File: src/hdl/dtw_pkg.sv
`timescale 1ns / 1ps
// ----------------------------------------------------------------------------
// dtw_pkg
// Widths, scaling constants and the divider cell type of the two-way ranging
// distance pipeline.
// ----------------------------------------------------------------------------
package dtw_pkg;

  localparam int TS_W    = 40;              // timestamp bits used
  localparam int IN_W    = 40;              // timestamp port width
  localparam int LO_W    = (TS_W + 1) / 2;  // low half of a multiplier operand
  localparam int HI_W    = TS_W - LO_W;
  localparam int PROD_W  = 2 * TS_W;
  localparam int SUM_W   = TS_W + 2;        // sum of four intervals
  localparam int EXT_W   = 48;              // quotient as seen by the scaler

  localparam logic [15:0] SCALE_NUM = 16'd46903;
  localparam longint      SCALE_DEN = 100000;

  // smallest quotient whose scaled value passes 16 bits
  localparam logic [EXT_W-1:0] SAT_TOF =
    EXT_W'((64'd65536 * 64'(SCALE_DEN) + 64'(SCALE_NUM) - 64'd1) / 64'(SCALE_NUM));
  localparam int CAP_W = 18;                // quotient bits below SAT_TOF

  // divide by 100000 as a shift by 5 and a reciprocal multiply by 1/3125
  localparam int     DEN_SHIFT   = 5;
  localparam longint DEN_ODD     = SCALE_DEN >> DEN_SHIFT;
  localparam int     SP_W        = CAP_W + 16;          // scaled product
  localparam int     X_W         = 28;                  // scaled product >> 5
  localparam int     RECIP_SHIFT = 40;
  localparam int     RECIP_W     = 29;
  localparam logic [RECIP_W-1:0] RECIP_MUL =
    RECIP_W'(((64'd1 << RECIP_SHIFT) + 64'(DEN_ODD) - 64'd1) / 64'(DEN_ODD));
  localparam int     RP_W        = X_W + RECIP_W;

  typedef struct packed {
    logic              vld;
    logic [SUM_W-1:0]  rem;
    logic [TS_W-1:0]   dvd;
    logic [TS_W-1:0]   quo;
    logic [SUM_W-1:0]  den;
    logic              neg;
    logic              zero;
  } cell_t;

endpackage

File: src/hdl/dtw_scale.sv
`timescale 1ns / 1ps
// ----------------------------------------------------------------------------
// dtw_scale
// Scales the time of flight to centimetres with saturation, gives zero for a
// negative time of flight and holds the result beat in the output register.
// ----------------------------------------------------------------------------
module dtw_scale (
  input  logic                     clk_i,
  input  logic                     rst_ni,
  input  logic                     en_i,
  input  dtw_pkg::cell_t           cell_i,
  output logic                     vld_o,
  output logic [15:0]              distance_cm_o,
  output logic                     valid_res_o,
  output logic                     saturated_o
);

  logic [dtw_pkg::EXT_W-1:0]   tof_ext;
  logic [dtw_pkg::CAP_W-1:0]   tof_cap;
  logic                        va_q, vb_q, vo_q;
  logic                        sat_a_q, neg_a_q, sat_b_q, neg_b_q;
  logic [dtw_pkg::SP_W-1:0]    sp_q;
  logic [dtw_pkg::RP_W-1:0]    rp_q;
  logic [15:0]                 cm_q, cm_d;
  logic                        res_q, sat_q;

  always_comb begin
    tof_ext = dtw_pkg::EXT_W'(cell_i.quo);
    // an all-zero interval set divides by zero: quotient taken as zero
    tof_cap = cell_i.zero ? '0 : tof_ext[dtw_pkg::CAP_W-1:0];
    if (neg_b_q) begin
      cm_d = '0;
    end else if (sat_b_q) begin
      cm_d = 16'hffff;
    end else begin
      cm_d = rp_q[dtw_pkg::RECIP_SHIFT+15:dtw_pkg::RECIP_SHIFT];
    end
  end

  always_ff @(posedge clk_i or negedge rst_ni) begin
    if (!rst_ni) begin
      va_q <= 1'b0;
      vb_q <= 1'b0;
      vo_q <= 1'b0;
    end else if (en_i) begin
      va_q <= cell_i.vld;
      vb_q <= va_q;
      vo_q <= vb_q;
    end
  end

  always_ff @(posedge clk_i) begin
    if (en_i) begin
      sat_a_q <= !cell_i.neg && !cell_i.zero && (tof_ext >= dtw_pkg::SAT_TOF);
      neg_a_q <= cell_i.neg;
      sp_q    <= tof_cap * dtw_pkg::SCALE_NUM;
      sat_b_q <= sat_a_q;
      neg_b_q <= neg_a_q;
      rp_q    <= sp_q[dtw_pkg::X_W+dtw_pkg::DEN_SHIFT-1:dtw_pkg::DEN_SHIFT]
                 * dtw_pkg::RECIP_MUL;
      cm_q    <= cm_d;
      res_q   <= !neg_b_q;
      sat_q   <= sat_b_q;
    end
  end

  assign vld_o         = vo_q;
  assign distance_cm_o = cm_q;
  assign valid_res_o   = res_q;
  assign saturated_o   = sat_q;

endmodule

File: config.mk
export PLATFORM = sky130hd
export DESIGN_NAME = dtw_scale
export DESIGN_NICKNAME = d
export VERILOG_FILES = /design/src/hdl/dtw_pkg.sv /design/src/hdl/dtw_scale.sv
export SDC_FILE = /design/constraint.sdc
export NUM_CORES = 1
export LEC_CHECK = 0
export ABC_AREA = 1
export CORE_ASPECT_RATIO = 0.9
export CORE_MARGIN = 4
export CORE_UTILIZATION = 50
export DETAILED_ROUTE_END_ITERATION = 12
export DONT_BUFFER_PORTS = 1
export PLACE_DENSITY = 0.69
export REMOVE_ABC_BUFFERS = 1
export SLEW_MARGIN = 20
export SYNTH_ARGS = -nofsm -noshare
export SYNTH_HDL_FRONTEND = slang
export SYNTH_SLANG_ARGS = --single-unit
File: constraint.sdc
create_clock -name clk_i -period 7.4 [get_ports clk_i]
set_input_delay 0.74 -clock clk_i [delete_from_list [all_inputs] [get_ports clk_i]]
set_output_delay 0.74 -clock clk_i [all_outputs]
set_load 0.01 [all_outputs]
==> out/metrics.csv <==
metric,value,unit
Setup CP Type,reg2reg,
pin count of the biggest net entering global routing,72,
DR vias,16500,
Post-Layout Inst Area,0.0242,mm²
skew final,10.4,ps
Clock Latency Late Sink,330,ps
Synth area leaders,"fa_1 (36%), ha_1 (24%), inv_1 (14%), edfxtp_1 (8.6%), nand2_1 (5.0%)",
"Seq/Total Area, Yosys",0.0895,
reg2reg end,rp_q[43],
DR pass1 iterations,5,
Min-Delay Path Class,in2async,
arrival time of the worst setup path,6650,ps
routed wire length,59200,µm
Final Slew Violations,0,
IO Count,189,
slowest cell on the critical path,edfxtp_1,
register bit total from synthesis,69,
Final Hold Fails,0,
initial antenna violation count,0,
most common cell in the netlist,inv_1,
CTS tree,yes,
ys async rst share,0.0435,
HPWL after DPL,54400,µm
share of cells above drive strength 1,0.0227,
Final nets,3661,
top-area cell type share of the netlist area,0.360,
Reg area,0.00206,mm²
synthesized cell area,0.0230,mm²
Post-synth top flop,edfxtp_1,
drt initial violations,741,
grt ovf,0,
Final Hold Slack,103,ps
Mapped Cells,2619,
Resized Gates After CTS,0,
setup_tns,0,ps
area added between synthesis and finish,5.31,%
drt drc,0,
CP Capture Type,flip-flop,
FF-to-FF setup slack,820,ps
R2R depth,23,
ordered list of cells on the worst path,inv_1 -> fa_1 -> fa_1 -> inv_1 -> fa_1 -> inv_1 -> fa_1 -> inv_1 -> fa_1 -> fa_1 -> inv_1 -> fa_1 -> inv_1 -> ha_1 -> nand2_1 -> nor2_1 -> inv_1 -> nor2_2 -> nand2_1 -> nor3_2 -> o211ai_1 -> nand3_1 -> nand2_1,
Max-Slew Margin vs Limit,0.454,
Period minus WS final,6580,ps
global-route wire length before repair,96700,µm
RSZ-0062 raised after global routing,false,
Die W,234,µm
GRT Total Usage,0.252,
Placed Area,0.0239,mm²
vias in the first global route,18700,
hold_buf cts,0,
crit-path max FO,8,
max-cap violations,0,
vias per cell,5.08,
Synth top cells by count,"inv_1 (834), ha_1 (435), fa_1 (413)",
CTS Sinks,69,
ANT nets after route,0,
Die Y,211,µm
reg2reg start,sp_q[16],
clk buf depth,2,
status,"complete, no violations",
synthesized area per cell,8.78,µm²
die area,0.0495,mm²
Num CTS Buffers,9,
Critical Path Start Type,flip-flop,
Worst-path clk slew,60,ps
Placer Congestion,0.975,
Fmax,152,MHz
setup bufs post-CTS,0,
"area leader, netlist",fa_1,
area of the multi-input gates,0.0178,mm²
"EDFF count, synth",66,
ANT cells,0,
YS warnings,0,
setup violators final,0,
count of input and output buffers,0,
CTS root buf,clkbuf_16,
Fill cells,4214,
wire per inst,18.2,µm
"Distinct cells, synth",39,
H-tree depth,3,
CORE AREA,0.0455,mm²
row count,74,
CP peak stage delay,780,ps
Slew @ Worst Pin,817,ps
post-route clock period utilization,0.889,
Critical Path RT,7470,ps
Initial Utilization,0.506,
stage by stage:
step	instances	setup slack (ps)	util
after floorplan	2613	1750	-
after global placement	3240	988	0.525
after detailed placement	3240	900	0.525
after CTS	3256	860	0.532
after global routing	3256	472	0.532
final	3256	820	0.532
sequential cells by signal, summed over array words and instances (netlist names):
| register | cells |
|---|---|
| distance_cm_o | 16 |
| neg_a_q | 1 |
| neg_b_q | 1 |
| rp_q | 16 |
| sat_a_q | 1 |
| sat_b_q | 1 |
| saturated_o | 1 |
| sp_q | 28 |
| va_q | 1 |
| valid_res_o | 1 |
| vb_q | 1 |
| vld_o | 1 |
layout by cell type (no fill, tap or decap), types with 2 or more instances in the layout:
cell type and n:
inv_1 834, ha_1 435, fa_1 413, nand2_1 307, nor2_1 178, a21oi_1 111, edfxtp_1 66, o21ai_0 59
nand3_1 56, xor2_1 23, nand4_1 20, nor3_1 19, buf_4 19, o21bai_1 15, xnor2_1 12, a21o_1 10
clkbuf_16 9, nor4_1 7, nand2_2 6, or2_2 4, nor3_2 4, o211ai_1 4, nand3_2 3, nor2_2 3
o21a_1 3, nand3b_1 3, a21boi_0 3, bufinv_16 3, dfrtp_1 3, o21ai_2 2
how the worst max path moves through the flow:
stage                  start        to  cells past startpoint
finish              sp_q[16]  rp_q[43]                     23
global route        sp_q[16]  rp_q[43]                     23
CTS                 sp_q[16]  rp_q[43]                     23
detailed placement  sp_q[16]  rp_q[43]                     23
global placement    sp_q[16]  rp_q[43]                     23
floorplan           sp_q[12]  rp_q[43]                     23
cell type report:
cell class	count	area share
Multi-Input combinational cell	1709	0.734
Inverter	835	0.129
Sequential cell	69	0.0850
Tap cell	608	0.0314
Clock buffer	10	0.00946
Timing Repair Buffer	19	0.00589
Clock inverter	6	0.00460
worst max-delay path: cells and delay by family (launching register included):
family          cells  cell delay (ps)
fa+ha+maj           8             3850
simple gates        7              950
flops               1              780
buf+inv             7              520
compound gates      1              220
cell families (layout without fill, tap and decap cells):
| group | Yosys count | after routing | synth area share |
|---|---|---|---|
| simple gates | 611 | 611 | 0.111 |
| mux | 1 | 1 | 0.000490 |
| buf+inv | 841 | 870 | 0.137 |
| xor+xnor | 35 | 35 | 0.0133 |
| fa+ha+maj | 848 | 848 | 0.596 |
| flops | 69 | 69 | 0.0895 |
| compound gates | 214 | 214 | 0.0521 |
metal layers:
metal / global-route usage / part of all wire / vias to the layer above / wire length (µm)
met1: 0.312 / 0.41 / 8046 / 24200
met5: 0 / 0 / - / 0
met2: 0.441 / 0.49 / 373 / 29100
li1: - / - / 7979 / -
met3: 0.0373 / 0.048 / 143 / 2860
met4: 0.110 / 0.052 / 0 / 3070
Power is not shown: default switching activity piles up to over one toggle a cycle in this logic, so the estimate is an artifact.
