## src/hdl/dtw_pkg.sv

```systemverilog
`timescale 1ns / 1ps
// ----------------------------------------------------------------------------
// dtw_pkg
// Widths, scaling constants and the divider cell type of the two-way ranging
// distance pipeline.
// ----------------------------------------------------------------------------
package dtw_pkg;

  localparam int TS_W    = 40;              // timestamp bits used
  localparam int IN_W    = 40;              // timestamp port width
  localparam int LO_W    = (TS_W + 1) / 2;  // low half of a multiplier operand
  localparam int HI_W    = TS_W - LO_W;
  localparam int PROD_W  = 2 * TS_W;
  localparam int SUM_W   = TS_W + 2;        // sum of four intervals
  localparam int EXT_W   = 48;              // quotient as seen by the scaler

  localparam logic [15:0] SCALE_NUM = 16'd46903;
  localparam longint      SCALE_DEN = 100000;

  // smallest quotient whose scaled value passes 16 bits
  localparam logic [EXT_W-1:0] SAT_TOF =
    EXT_W'((64'd65536 * 64'(SCALE_DEN) + 64'(SCALE_NUM) - 64'd1) / 64'(SCALE_NUM));
  localparam int CAP_W = 18;                // quotient bits below SAT_TOF

  // divide by 100000 as a shift by 5 and a reciprocal multiply by 1/3125
  localparam int     DEN_SHIFT   = 5;
  localparam longint DEN_ODD     = SCALE_DEN >> DEN_SHIFT;
  localparam int     SP_W        = CAP_W + 16;          // scaled product
  localparam int     X_W         = 28;                  // scaled product >> 5
  localparam int     RECIP_SHIFT = 40;
  localparam int     RECIP_W     = 29;
  localparam logic [RECIP_W-1:0] RECIP_MUL =
    RECIP_W'(((64'd1 << RECIP_SHIFT) + 64'(DEN_ODD) - 64'd1) / 64'(DEN_ODD));
  localparam int     RP_W        = X_W + RECIP_W;

  typedef struct packed {
    logic              vld;
    logic [SUM_W-1:0]  rem;
    logic [TS_W-1:0]   dvd;
    logic [TS_W-1:0]   quo;
    logic [SUM_W-1:0]  den;
    logic              neg;
    logic              zero;
  } cell_t;

endpackage

```

## src/hdl/dtw_wide_mul.sv

```systemverilog
`timescale 1ns / 1ps
// ----------------------------------------------------------------------------
// dtw_wide_mul
// Two-stage full-width unsigned product of two intervals: four half-width
// partial products, then their aligned sum.
// ----------------------------------------------------------------------------
module dtw_wide_mul (
  input  logic                       clk_i,
  input  logic                       en_i,
  input  logic [dtw_pkg::TS_W-1:0]   a_i,
  input  logic [dtw_pkg::TS_W-1:0]   b_i,
  output logic [dtw_pkg::PROD_W-1:0] p_o
);

  logic [2*dtw_pkg::LO_W-1:0]            pp_ll_q;
  logic [dtw_pkg::LO_W+dtw_pkg::HI_W-1:0] pp_lh_q, pp_hl_q;
  logic [2*dtw_pkg::HI_W-1:0]            pp_hh_q;
  logic [dtw_pkg::PROD_W-1:0]            p_q, p_d;

  always_ff @(posedge clk_i) begin
    if (en_i) begin
      pp_ll_q <= a_i[dtw_pkg::LO_W-1:0] * b_i[dtw_pkg::LO_W-1:0];
      pp_lh_q <= a_i[dtw_pkg::LO_W-1:0] * b_i[dtw_pkg::TS_W-1:dtw_pkg::LO_W];
      pp_hl_q <= a_i[dtw_pkg::TS_W-1:dtw_pkg::LO_W] * b_i[dtw_pkg::LO_W-1:0];
      pp_hh_q <= a_i[dtw_pkg::TS_W-1:dtw_pkg::LO_W] * b_i[dtw_pkg::TS_W-1:dtw_pkg::LO_W];
      p_q     <= p_d;
    end
  end

  always_comb begin
    p_d = dtw_pkg::PROD_W'(pp_ll_q)
        + ((dtw_pkg::PROD_W'(pp_lh_q) + dtw_pkg::PROD_W'(pp_hl_q)) << dtw_pkg::LO_W)
        + (dtw_pkg::PROD_W'(pp_hh_q) << (2 * dtw_pkg::LO_W));
  end

  assign p_o = p_q;

endmodule

```

## config.mk

```make
export PLATFORM = sky130hd
export DESIGN_NAME = dtw_wide_mul
export DESIGN_NICKNAME = d
export VERILOG_FILES = /design/src/hdl/dtw_pkg.sv /design/src/hdl/dtw_wide_mul.sv
export SDC_FILE = /design/constraint.sdc
export NUM_CORES = 2
export LEC_CHECK = 0
export ABC_AREA = 0
export BUFFER_PORTS_ARGS = -buffer_cell sky130_fd_sc_hd__buf_2
export CAP_MARGIN = 25
export CORE_AREA = 2 2 397 478
export DETAILED_ROUTE_END_ITERATION = 10
export DIE_AREA = 0 0 399 480
export SLEW_MARGIN = 20
export SYNTH_ARGS = -nofsm -noshare
export SYNTH_HDL_FRONTEND = slang
export SYNTH_SLANG_ARGS = --single-unit
```

## constraint.sdc

```tcl
create_clock -name clk_i -period 9.4 [get_ports clk_i]
set_input_delay 0.94 -clock clk_i [delete_from_list [all_inputs] [get_ports clk_i]]
set_output_delay 0.94 -clock clk_i [all_outputs]
set_load 0.01 [all_outputs]
```

==> summary.txt <==
Run status
  • Run status: complete, no violations

Synth
  • Synth Flop Type: sky130_fd_sc_hd__edfxtp_1
  • Top cell type's share of synthesized area: 39.44%
  • Synth async-reset ratio: 0%
  • Cells taking the most area after synthesis: sky130_fd_sc_hd__fa_1 39%, sky130_fd_sc_hd__ha_1 13%, sky130_fd_sc_hd__edfxtp_1 11%
  • Cell with the most instances after synthesis: sky130_fd_sc_hd__inv_1
  • Avg Cell Area, Syn: roughly 9.3 um2
  • Number of enable flip-flop cells after synthesis: 240
  • Yosys warnings: 0
  • Cell accounting for the most synthesized area: sky130_fd_sc_hd__fa_1
  • Most common library cells after synthesis: 1,448 x sky130_fd_sc_hd__inv_1, 1,282 x sky130_fd_sc_hd__fa_1, 902 x sky130_fd_sc_hd__and2_1, 833 x sky130_fd_sc_hd__nand2_1, 681 x sky130_fd_sc_hd__ha_1
  • Number of nets in the synthesized netlist: 9,010
  • Mapped Cells: ~7.0k
  • Post-Syn Area: 65,080 um2
  • Number of distinct library cells after synthesis: 70
  • Synth Register Bits: 240
  • Post-synthesis sequential area ratio: ~11%

Worst setup path
  • Kind of start point of the critical path: primary input
  • Kind of end point of the critical path: register
  • Crit path buf inv count: 7
  • Register-to-Register Setup Slack: approximately 2.5 ns
  • Cell mode on critical path: sky130_fd_sc_hd__fa_1
  • Critical path depth: 25
  • Slowest cell delay on critical path: approximately 0.58 ns
  • Worst EP arrival: 8.34 ns
  • RR Endpoint: p_o[77]
  • Worst Setup Path Type: primary input to register
  • Category of cells accounting for the largest share of critical-path delay: adder cells
  • CP max stage cell: sky130_fd_sc_hd__buf_2
  • CP Launch Point: b_i[23]
  • R2R depth: 17
  • Required time worst endpoint: around 9.8 ns
  • Reg-to-reg startpoint: pp_lh_q[1]
  • Worst setup endpoint: pp_hh_q[39]
  • Largest fanout on the critical path: 40

Finish
  • Total Nets Final: between 8k and 9k
  • Signed area change from the synthesized netlist to the final layout: 7.070%
  • Post-route core utilization: 37.30%
  • Proportion of layout cells with a drive suffix above 1: 5.073%

Die
  • I/O pin count: 162
  • Floorplan die height: around 480 um
  • Die ar.: 191,500 um2
  • Placeable core region: around 190,000 um2
  • Rows: around 170
  • Die Wd: 399 um
  • Initial core utilization: a little over a third

Placed design
  • Routability Congestion: 0.9167
  • Input/output buffers: roughly 160
  • Post-DP HPWL: ~150,000 um

STA
  • Count of pins over their slew limit: 0
  • Total Neg Setup Slack: 0 ns
  • Maximum achievable frequency: 126.2 MHz
  • Unrepaired setup endpoints after global routing: no
  • Final setup fails: 0
  • Tmin final: 7.923 ns
  • Rel. slew slack: a little over a quarter
  • Slew of the pin with the lowest slew margin: approximately 1.1 ns
  • Final hold violation count: 0
  • Worst setup skew after layout: 0.03359 ns
  • Post-route fraction of the period consumed by the critical path: a little over four fifths

Routing
  • Number of DRC markers in iteration 0: roughly 3.1k
  • Total wirelength of the detailed-routed design: approximately 190,000 um
  • DRC Markers: 0
  • Vias/cell: around 5
  • Number of vias after detailed routing: 47.55k
  • Detail-routed net length per standard cell: around 20 um
  • Drt pass-1 iters: 6
  • Routed Antenna Nets: 0

Clock network
  • Hold Buf Count CTS: 0
  • Post-CTS Setup Bufs: 0
  • Number of sinks driven by the clock tree: 240
  • Post-cts gate resize count: 0
  • CTS tree: done
  • Post-CTS clock slew at the launch and capture registers of the worst setup and hold paths: 0.06 ns
  • CTS Buffer Depth: 3
  • Number of H-tree branching levels: 1
  • Clock buffer count from CTS: 31
  • Root buffer selected by CTS: sky130_fd_sc_hd__clkbuf_16
  • Worst skew pair latency: 0.67 ns

Global routing
  • First-pass GRT wire length: 289,900 um
  • Antenna violations before repair: 20
  • Vias in the first global route: around 50k
  • Maximum number of pins on one net before global-route repair: roughly 130
  • Total grt overflow: 0
  • Total global-route track usage: 19.48%

Min path
  • Hold WC Path Type: register to register

Run
  • MaxCap Viol Count: 0
==> cell usage in the layout (no fill, tap or decap), drive strengths merged, types with 24 or more instances in the layout <==
cell	synthesis	layout
nand4	33	33
nor2	97	97
nand2	833	833
xor2	70	70
a21oi	204	204
o21a	24	24
and2	902	902
o21bai	39	39
nor3	27	27
a31oi	32	32
xnor2	174	174
inv	1448	1461
buf	0	269
a21o	136	136
o21ai	115	115
ha	681	681
nand3	51	51
fa	1282	1282
a211oi	25	25
clkbuf	353	33
edfxtp	240	240
==> worst reg2reg max path: stages, from the launching register on <==
cell and delay (ns):
sky130_fd_sc_hd__edfxtp_1 0.44, sky130_fd_sc_hd__ha_1 0.33, sky130_fd_sc_hd__a211o_1 0.32, sky130_fd_sc_hd__a31oi_1 0.31, sky130_fd_sc_hd__o21ai_0 0.31, sky130_fd_sc_hd__a2111oi_2 0.86
sky130_fd_sc_hd__xnor2_1 0.22, sky130_fd_sc_hd__ha_1 0.43, sky130_fd_sc_hd__nand3_1 0.16, sky130_fd_sc_hd__nor3_1 0.74, sky130_fd_sc_hd__nand4_1 0.19, sky130_fd_sc_hd__a21oi_1 0.48
sky130_fd_sc_hd__o31ai_1 0.26, sky130_fd_sc_hd__o21ai_0 0.59, sky130_fd_sc_hd__o21bai_1 0.35, sky130_fd_sc_hd__nor3_1 0.33, sky130_fd_sc_hd__nand3_1 0.15, sky130_fd_sc_hd__xnor2_1 0.16
==> cell type report <==
class	count	area, um2
fillers	18850	117100
multi-input cells	4924	51110
flip-flops and latches	240	7207
inverters	1448	5435
well taps	2464	3083
repair buffers	269	1689
clock buffers	33	783.3
clock inverters	25	350.3
diodes	8	20.02
==> worst min-delay path by stage <==
stage                      from       to  slack (ns)  depth (start not counted)
global placement     pp_ll_q[1]   p_o[1]        0.40                          0
CTS                  pp_ll_q[1]   p_o[1]        0.41                          0
finish               pp_ll_q[1]   p_o[1]        0.41                          0
global route         pp_ll_q[7]   p_o[7]        0.42                          0
detailed placement  pp_ll_q[14]  p_o[14]        0.41                          0
floorplan            pp_ll_q[0]   p_o[0]        0.40                          0
==> layer usage <==
metal  global-route usage, %  up-vias  wire [um]
met1                   25.60    24600      77570
met3                   2.358      342      10500
met4                   7.148       16       7848
met2                   32.87     1434      89010
met5                       0        -        103
li1                        -    21150          -
==> state kept, by name, summed over array words and instances (netlist names) <==
name and cells:
pp_lh_q 40, pp_hl_q 40, pp_ll_q 40, p_o 80, pp_hh_q 40
==> cell families (layout without fill, tap and decap cells) <==
logic type	Yosys count	after routing	share of synthesized area, %
xor+xnor	244	244	3.284
compound gates	669	669	6.648
fa+ha+maj	1963	1963	52.53
simple gates	2045	2045	16.03
mux	3	3	0.04615
other cells	0	8	0
buf+inv	1801	1775	10.39
flops	240	240	11.07
==> metrics by stage <==
stage	worst slack [ns]	hold slack, ns	instances	area, um2
finish	1.477	0.4111	9411	69680
global route	1.160	0.4176	9404	69660
CTS	1.565	0.4074	9403	69660
detailed placement	0.8383	0.4052	9345	68520
global placement	0.9281	0.4009	9345	68520
floorplan	1.886	0.4003	6965	65080
Power is left out: the tool's default activity adds up to more than one toggle a clock period on the data nets, which glitch-free logic cannot reach.
